$ cat src/hdl/assert_macros.svh
// Assertion macros shared by the RTL of the ordered list block.
// Depends on nothing; each macro expects clk and rst_n to be visible where it is used.
`ifndef ASSERT_MACROS_SVH
`define ASSERT_MACROS_SVH

// Checks that a condition holds on every clock edge outside reset.
`define ASSERT_ALWAYS(label, expr, msg) \
  label: assert property (@(posedge clk) disable iff (!rst_n) (expr)) else $error(msg);

// Checks that a consequence holds in the same cycle as its trigger.
`define ASSERT_SAME(label, ante, cons, msg) \
  label: assert property (@(posedge clk) disable iff (!rst_n) (ante) |-> (cons)) \
    else $error(msg);

// Checks that a consequence holds in the cycle after its trigger.
`define ASSERT_NEXT(label, ante, cons, msg) \
  label: assert property (@(posedge clk) disable iff (!rst_n) (ante) |=> (cons)) \
    else $error(msg);

`endif

$ cat src/hdl/olar_pkg.sv
// Types and constants for the ordered list block: beat structs, codes, and the
// command and status groups between controller and datapath. Depends on nothing.
package olar_pkg;

  localparam int CAPACITY = 16;
  localparam int AW       = (CAPACITY > 1) ? $clog2(CAPACITY) : 1;
  localparam int CNT_W    = 7;
  localparam int POS_W    = 6;
  localparam int VAL_W    = 32;
  localparam int IDX_W    = 8;

  typedef enum logic [1:0] {
    OP_APPEND = 2'd0,
    OP_REMOVE = 2'd1,
    OP_DUMP   = 2'd2,
    OP_RSVD   = 2'd3
  } op_t;

  typedef enum logic [1:0] {
    ST_OK      = 2'd0,
    ST_EMPTY   = 2'd1,
    ST_INVALID = 2'd2,
    ST_FULL    = 2'd3
  } status_t;

  typedef enum logic [1:0] {
    RD_PTR,
    RD_NEXT,
    RD_SKIP
  } rd_sel_t;

  typedef enum logic [2:0] {
    S_IDLE,
    S_DECODE,
    S_SHIFT_PRIME,
    S_SHIFT,
    S_DUMP_PRIME,
    S_DUMP,
    S_REPLY
  } state_t;

  typedef struct packed {
    op_t                     operation;
    logic signed [VAL_W-1:0] value;
    logic [IDX_W-1:0]        index;
  } in_beat_t;

  typedef struct packed {
    status_t                 status;
    logic signed [VAL_W-1:0] element;
    logic [POS_W-1:0]        position;
    logic [CNT_W-1:0]        count;
    logic                    last;
  } out_beat_t;

  typedef struct packed {
    logic    capture;
    logic    append;
    logic    cnt_dec;
    logic    ptr_idx;
    logic    ptr_zero;
    logic    rd_en;
    rd_sel_t rd_sel;
    logic    shift_wr;
    logic    dump_load;
    logic    reply_load;
    logic    set_stat;
    status_t stat;
  } cmd_t;

  typedef struct packed {
    op_t              op;
    logic             is_empty;
    logic             is_full;
    logic             idx_bad;
    logic             shift_none;
    logic             shift_done;
    logic             dump_last;
    logic             out_free;
    logic [CNT_W-1:0] count;
  } sts_t;

endpackage

$ cat src/hdl/ordered_list_append_remove.sv
// Ordered list of signed 32-bit values, front at position zero, holding up to CAPACITY
// (16) entries in a memory with one write port and one read port. Append and unknown
// operations go from accept through decode to the reply; remove at index i of a list
// of n first moves the later elements up one place, one element per cycle, when there
// are any; dump gives one memory read per beat. The next request is accepted once the
// previous one has loaded its final beat into the output register.
// Depends on olar_pkg, olar_ctrl, olar_datapath and assert_macros.svh.
`include "assert_macros.svh"

module ordered_list_append_remove (
  input  logic                clk,
  input  logic                rst_n,
  input  logic                in_valid,
  output logic                in_ready,
  input  olar_pkg::in_beat_t  in_data,
  output logic                out_valid,
  input  logic                out_ready,
  output olar_pkg::out_beat_t out_data
);
  import olar_pkg::*;

  cmd_t cmd;
  sts_t sts;

  olar_ctrl u_ctrl (
    .clk      (clk),
    .rst_n    (rst_n),
    .in_valid (in_valid),
    .sts      (sts),
    .in_ready (in_ready),
    .cmd      (cmd)
  );

  olar_datapath u_datapath (
    .clk       (clk),
    .rst_n     (rst_n),
    .in_data   (in_data),
    .cmd       (cmd),
    .out_ready (out_ready),
    .sts       (sts),
    .out_data  (out_data),
    .out_valid (out_valid)
  );

  `ASSERT_ALWAYS(a_count_bound, sts.count <= CNT_W'(CAPACITY), "count above capacity")
  `ASSERT_NEXT(a_one_at_a_time, in_valid && in_ready, !in_ready, "request taken while busy")
  `ASSERT_SAME(a_mid_ok, out_valid && !out_data.last, out_data.status == ST_OK, "bad mid beat")

endmodule

$ cat src/hdl/olar_datapath.sv
// Datapath of the ordered list: element memory, count, position pointer,
// captured request and the output register. Depends on olar_pkg.
module olar_datapath (
  input  logic                clk,
  input  logic                rst_n,
  input  olar_pkg::in_beat_t  in_data,
  input  olar_pkg::cmd_t      cmd,
  input  logic                out_ready,
  output olar_pkg::sts_t      sts,
  output olar_pkg::out_beat_t out_data,
  output logic                out_valid
);
  import olar_pkg::*;

  logic signed [VAL_W-1:0] mem [CAPACITY];
  logic signed [VAL_W-1:0] rd_data_r;

  in_beat_t         in_r;
  logic [CNT_W-1:0] count_r, count_nxt;
  logic [CNT_W-1:0] ptr_r, ptr_nxt;
  status_t          stat_r, stat_nxt;
  out_beat_t        out_r, out_nxt;
  logic             out_valid_r, out_valid_nxt;

  logic [CNT_W-1:0] rd_ptr;
  logic [AW-1:0]    rd_addr;
  logic [IDX_W:0]   idx_p1;
  logic             out_free;
  logic             dump_last;

  always_comb begin
    case (cmd.rd_sel)
      RD_PTR:  rd_ptr = ptr_r;
      RD_NEXT: rd_ptr = ptr_r + CNT_W'(1);
      RD_SKIP: rd_ptr = ptr_r + CNT_W'(2);
      default: rd_ptr = ptr_r;
    endcase
    rd_addr = rd_ptr[AW-1:0];
  end

  // One write port and one registered read port.
  always_ff @(posedge clk) begin
    if (cmd.append) begin
      mem[count_r[AW-1:0]] <= in_r.value;
    end else if (cmd.shift_wr) begin
      mem[ptr_r[AW-1:0]] <= rd_data_r;
    end
    if (cmd.rd_en) begin
      rd_data_r <= mem[rd_addr];
    end
  end

  always_ff @(posedge clk) begin
    if (cmd.capture) begin
      in_r <= in_data;
    end
  end

  assign out_free  = !out_valid_r || out_ready;
  assign dump_last = (ptr_r + CNT_W'(1)) == count_r;
  assign idx_p1    = {1'b0, in_r.index} + (IDX_W+1)'(1);

  always_comb begin
    sts.op         = in_r.operation;
    sts.is_empty   = (count_r == '0);
    sts.is_full    = (count_r >= CNT_W'(CAPACITY));
    sts.idx_bad    = ({1'b0, in_r.index} >= (IDX_W+1)'(count_r));
    sts.shift_none = (idx_p1 >= (IDX_W+1)'(count_r));
    sts.shift_done = ((ptr_r + CNT_W'(2)) >= count_r);
    sts.dump_last  = dump_last;
    sts.out_free   = out_free;
    sts.count      = count_r;
  end

  always_comb begin
    count_nxt     = count_r;
    ptr_nxt       = ptr_r;
    stat_nxt      = stat_r;
    out_nxt       = out_r;
    out_valid_nxt = out_valid_r;

    if (cmd.append) begin
      count_nxt = count_r + CNT_W'(1);
    end else if (cmd.cnt_dec) begin
      count_nxt = count_r - CNT_W'(1);
    end

    if (cmd.ptr_idx) begin
      ptr_nxt = in_r.index[CNT_W-1:0];
    end else if (cmd.ptr_zero) begin
      ptr_nxt = '0;
    end else if (cmd.shift_wr || cmd.dump_load) begin
      ptr_nxt = ptr_r + CNT_W'(1);
    end

    if (cmd.set_stat) begin
      stat_nxt = cmd.stat;
    end

    if (out_ready) begin
      out_valid_nxt = 1'b0;
    end
    if (cmd.dump_load) begin
      out_nxt.status   = ST_OK;
      out_nxt.element  = rd_data_r;
      out_nxt.position = ptr_r[POS_W-1:0];
      out_nxt.count    = count_r;
      out_nxt.last     = dump_last;
      out_valid_nxt    = 1'b1;
    end else if (cmd.reply_load) begin
      out_nxt.status   = stat_r;
      out_nxt.element  = '0;
      out_nxt.position = '0;
      out_nxt.count    = count_r;
      out_nxt.last     = 1'b1;
      out_valid_nxt    = 1'b1;
    end
  end

  always_ff @(posedge clk) begin
    if (!rst_n) begin
      count_r     <= '0;
      out_valid_r <= 1'b0;
    end else begin
      count_r     <= count_nxt;
      out_valid_r <= out_valid_nxt;
    end
  end

  always_ff @(posedge clk) begin
    ptr_r  <= ptr_nxt;
    stat_r <= stat_nxt;
    out_r  <= out_nxt;
  end

  assign out_data  = out_r;
  assign out_valid = out_valid_r;

endmodule

$ cat src/hdl/olar_ctrl.sv
// Controller of the ordered list: decodes a request and sequences the
// memory shift, the dump and the reply. Depends on olar_pkg.
module olar_ctrl (
  input  logic           clk,
  input  logic           rst_n,
  input  logic           in_valid,
  input  olar_pkg::sts_t sts,
  output logic           in_ready,
  output olar_pkg::cmd_t cmd
);
  import olar_pkg::*;

  state_t state_r, state_nxt;

  always_ff @(posedge clk) begin
    if (!rst_n) begin
      state_r <= S_IDLE;
    end else begin
      state_r <= state_nxt;
    end
  end

  always_comb begin
    state_nxt = state_r;
    cmd       = '0;
    in_ready  = 1'b0;

    case (state_r)
      S_IDLE: begin
        in_ready    = 1'b1;
        cmd.capture = in_valid;
        if (in_valid) begin
          state_nxt = S_DECODE;
        end
      end

      S_DECODE: begin
        cmd.set_stat = 1'b1;
        cmd.stat     = ST_OK;
        state_nxt    = S_REPLY;
        case (sts.op)
          OP_APPEND: begin
            if (sts.is_full) begin
              cmd.stat = ST_FULL;
            end else begin
              cmd.append = 1'b1;
            end
          end
          OP_REMOVE: begin
            if (sts.is_empty) begin
              cmd.stat = ST_EMPTY;
            end else if (sts.idx_bad) begin
              cmd.stat = ST_INVALID;
            end else if (sts.shift_none) begin
              cmd.cnt_dec = 1'b1;
            end else begin
              cmd.ptr_idx = 1'b1;
              state_nxt   = S_SHIFT_PRIME;
            end
          end
          OP_DUMP: begin
            if (sts.is_empty) begin
              cmd.stat = ST_EMPTY;
            end else begin
              cmd.ptr_zero = 1'b1;
              state_nxt    = S_DUMP_PRIME;
            end
          end
          default: begin
            cmd.stat = ST_INVALID;
          end
        endcase
      end

      S_SHIFT_PRIME: begin
        cmd.rd_en  = 1'b1;
        cmd.rd_sel = RD_NEXT;
        state_nxt  = S_SHIFT;
      end

      // Each cycle writes the element read last cycle one place forward and
      // reads the one after it, if any.
      S_SHIFT: begin
        cmd.shift_wr = 1'b1;
        if (sts.shift_done) begin
          cmd.cnt_dec  = 1'b1;
          cmd.set_stat = 1'b1;
          cmd.stat     = ST_OK;
          state_nxt    = S_REPLY;
        end else begin
          cmd.rd_en  = 1'b1;
          cmd.rd_sel = RD_SKIP;
        end
      end

      S_DUMP_PRIME: begin
        cmd.rd_en  = 1'b1;
        cmd.rd_sel = RD_PTR;
        state_nxt  = S_DUMP;
      end

      S_DUMP: begin
        if (sts.out_free) begin
          cmd.dump_load = 1'b1;
          if (sts.dump_last) begin
            state_nxt = S_IDLE;
          end else begin
            cmd.rd_en  = 1'b1;
            cmd.rd_sel = RD_NEXT;
          end
        end
      end

      S_REPLY: begin
        if (sts.out_free) begin
          cmd.reply_load = 1'b1;
          state_nxt      = S_IDLE;
        end
      end

      default: begin
        state_nxt = S_IDLE;
      end
    endcase
  end

endmodule
$ cat config.mk
export PLATFORM = sky130hd
export DESIGN_NAME = ordered_list_append_remove
export DESIGN_NICKNAME = d
export VERILOG_FILES = /design/src/hdl/olar_pkg.sv /design/src/hdl/ordered_list_append_remove.sv /design/src/hdl/olar_datapath.sv /design/src/hdl/olar_ctrl.sv
export VERILOG_INCLUDE_DIRS = /design/src /design/src/hdl
export SDC_FILE = /design/constraint.sdc
export NUM_CORES = 1
export LEC_CHECK = 0
export ABC_AREA = 1
export BUFFER_PORTS_ARGS = -buffer_cell sky130_fd_sc_hd__buf_2
export CORE_AREA = 2 2 261 263
export DETAILED_ROUTE_END_ITERATION = 10
export DIE_AREA = 0 0 263 265
export HOLD_SLACK_MARGIN = 0.12
export MAX_ROUTING_LAYER = met4
export PLACE_DENSITY_LB_ADDON = 0.15
export SLEW_MARGIN = 5
export SYNTH_ARGS = -nofsm -noshare
export SYNTH_HDL_FRONTEND = slang
export SYNTH_SLANG_ARGS = --single-unit
$ cat constraint.sdc
create_clock -name clk -period 9.55 [get_ports clk]
set_input_delay 0.955 -clock clk [delete_from_list [all_inputs] [get_ports clk]]
set_output_delay 0.955 -clock clk [all_outputs]
set_load 0.03 [all_outputs]
==> summary.txt <==
status: finished, final reports clean
depth of the CTS H-tree: 3
Synth area leader: edfxtp_1
die area: 69700 um^2
Final Hold Vio Count: 0
Initial Util: 39.8%
FP Rows: 95
grt total ovfl: 0
sequential cell area fraction in the yosys report: 73.4%
IO Count: 96
Worst R2R Path Depth: 19
Final min period: 5.71 ns
Mapped Area: 26600 um^2
f_max: 175 MHz
WHS Endpoint: u_datapath.out_data[46]
crit share post-route: 59.7%
yosys warns: 0
Pleak: 10.5 nW
core box area: 66800 um^2
GR peak layer: met2
crit-path leading delay family: buffers and inverters
Critical Path AT: 6.15 ns
Chip Width: 263 um
pin count of the biggest net entering global routing: 107
clock sinks: 654
Async SR Flop Fraction: 0%
CP max stage delay: 0.90 ns
Clk pin slew, worst setup/hold paths: 0.06 ns
Worst Setup Start Kind: register
top_reg_cell synth: edfxtp_1
met1 usage: 26.3%
post-synthesis mux area share: 0%
main combinational cell family by area after synthesis: compound AO/OA/AOI/OAI gates
R2R Path End: u_datapath.rd_data_r[10]
routed length per instance: 22.2 um
EDFF count, synth: 641
Final setup viols: 0
mean post-synth cell area: 12.8 um^2
XOR/XNOR share of the synthesized area: 0.330%
Least-Margin Pin Slew: 1.02 ns
Longest Clk Path Bufs: 3
TritonCTS clock tree: yes
GPL Wtd Cong: 0.854
Fin Setup TNS: 0 ns
Worst R2R Start: u_datapath.ptr_r[2]
worst hold stages: 2
Initial DRC Count: 1627
global-route wire length before repair: 104000 um
Via Count: 17000
Total Routing Usage GR: 20.3%
pwr dens: 321 nW/um^2
Peak VDD IR: 217 uV
Crit Path Category: reg2reg
top-area cell type share of the netlist area: 72.4%
Slew HR: 31.5%
Final Skew: 0.0226 ns
drt pass-1 iters: 5
Buffers on Ports: 95
Setup Buffers After CTS: 0
Core Util, Final: 45.7%
hpwl dp: 36600 um
vias in the first global route: 16800
remaining antenna violation count: 0
Synth Area in Adders: 1.72%
ratio of cells with drive above 1 in the final layout: 13.7%
Antenna diodes: 0
CP required: 10.00 ns
vias per cell: 5.47
worst reg2reg setup slack: 3.84 ns
Hold Buf Count CTS: 0
simple-gate share of the synthesized area: 8.92%
Final Max Tran Viols: 0
Area Growth Syn to Fin: 14.8%
critical path fanouts, max: 106
CP Cell Sequence: nand2_1, nor2_1, nand2_1, xor2_1, ha_1, a21oi_1, o21a_1, nand3_1, nor2_1, inv_1, ha_1, o21ai_1, nand2_8, inv_6, buf_4, o21ai_0, o221ai_1, nand3_1, o21ai_1
drc violations: 0
post-synthesis sequential element count: 654
initial antenna violation count: 0
slowest cell on the critical path: buf_4
# resized after CTS: 0
worst path bufs/invs: 3
Syn Inst Count: 2070
M2 GR Usage: 32.9%
clock latency on the worst-skew pair: 0.62 ns
Critical Path Sink Type: register
CTS Root Cell: clkbuf_16
Post-Syn Nets: 2152
hold crit path type: reg2reg
Yosys cell types: 38
MaxCap Viol Count: 0
RSZ-0062 raised after global routing: no
met3 Track Usage GR: 3.10%
Critical Path Start: u_datapath.ptr_r[2]
hold path startpoint: u_datapath.out_data[46]
die height: 265 um
compound-cell area share of the yosys netlist: 11.8%
TritonCTS buffer count: 72
ranking of synthesized cells by area: edfxtp_1 72%, o21ai_0 6.2%, nor2_1 5.5%, o22ai_1 1.9%, nand2_1 1.9%
Layout Nets: 2268
WL final: 69200 um
-- synth_stat cells, types with 2 or more instances --
cell type and n:
o21ai_0 329, ha_1 35, nand2_1 131, clkbuf_1 38, inv_1 97, buf_4 12
nand3_2 3, o21ai_1 49, inv_2 11, buf_6 7, xor2_1 10, a21oi_1 17
clkbuf_2 7, o22ai_1 82, o21a_1 2, edfxtp_1 641, o21ai_2 2, nand4_1 7
buf_2 53, nand2_2 2, o211ai_1 13, o221ai_1 51, nor3_1 7, dfxtp_1 13
nand3_1 53, nor2_1 386
-- report_power, final --
part,total [W],switching [W],internal (W)
Clock,0.00277,0.00114,0.00162
Sequential,0.00386,0.000121,0.00374
Combinational,0.00317,0.00230,0.000862
Total,0.00979,0.00357,0.00622
-- registers in the layout, summed over array words and instances (netlist names) --
name	cells
u_datapath.mem	512
u_datapath.out_data	48
u_datapath.in_r	40
u_datapath.rd_data_r	32
u_datapath.count_r	7
u_datapath.ptr_r	7
u_ctrl.state_r	3
u_datapath.stat_r	2
u_datapath.sts	2
u_datapath.out_valid	1
-- layer usage --
layer	vias up	routed length, um
li1	7820	-
met1	8614	30300
met2	488	33400
met3	114	3770
met4	0	1720
met5	-	0
-- tightest hold or removal path, cell delays in order, from the launching register on --
cell,delay [ns]
dfxtp_1,0.31
nor2_1,0.09
nor2_1,0.05
-- final cells by class --
class,instances,area [um^2]
Clock inverter,46,435
Multi-Input combinational cell,1190,6200
Tap cell,873,1090
Fill cell,5941,36300
Sequential cell,654,19500
Clock buffer,86,1910
Inverter,109,415
Timing Repair Buffer,159,956
-- placed cells by master (no fill, tap or decap), drive strengths merged, types with 2 or more instances in the layout --
| cell type | synthesis | routed |
|---|---|---|
| nor2 | 386 | 386 |
| nand4 | 7 | 7 |
| o221ai | 51 | 51 |
| clkbuf | 45 | 86 |
| dfxtp | 13 | 13 |
| a21boi | 2 | 2 |
| o21ai | 380 | 380 |
| nand2 | 134 | 134 |
| xor2 | 10 | 10 |
| clkinv | 0 | 35 |
| edfxtp | 641 | 641 |
| buf | 72 | 159 |
| inv | 109 | 112 |
| bufinv | 0 | 7 |
| o211ai | 13 | 13 |
| o22ai | 82 | 82 |
| a21oi | 19 | 19 |
| ha | 35 | 35 |
| nor3 | 9 | 9 |
| nand3 | 56 | 56 |
| o21a | 2 | 2 |
-- worst max-delay path by stage --
stage / endpoint / slack, ns / depth (start not counted)
after floorplan: u_datapath.rd_data_r[0] / 6.08 / 21
after global placement: u_datapath.rd_data_r[10] / 3.98 / 19
after detailed placement: u_datapath.rd_data_r[6] / 3.85 / 19
after CTS: u_datapath.rd_data_r[11] / 3.82 / 19
after global routing: u_datapath.rd_data_r[10] / 3.31 / 19
final: u_datapath.rd_data_r[10] / 3.84 / 19
-- cell families after synthesis --
family,after synthesis
compound gates,551
xor+xnor,10
fa+ha+maj,36
buf+inv,226
flops,654
simple gates,593
-- per-stage QoR --
| step | power (W) | std cells | instance area [um^2] | hold slack, ns | setup slack [ns] |
|---|---|---|---|---|---|
| finish | 0.00979 | 3117 | 30500 | 0.494 | 3.84 |
| global route | 0.0103 | 3117 | 30500 | 0.484 | 3.31 |
| CTS | 0.00988 | 3117 | 30500 | 0.476 | 3.82 |
| detailed placement | 0.00710 | 2985 | 28200 | 0.494 | 3.85 |
| global placement | 0.00705 | 2985 | 28200 | 0.460 | 3.98 |
| floorplan | 0.00609 | 2070 | 26600 | 0.467 | 6.08 |
(Power assumes the default switching activity.)
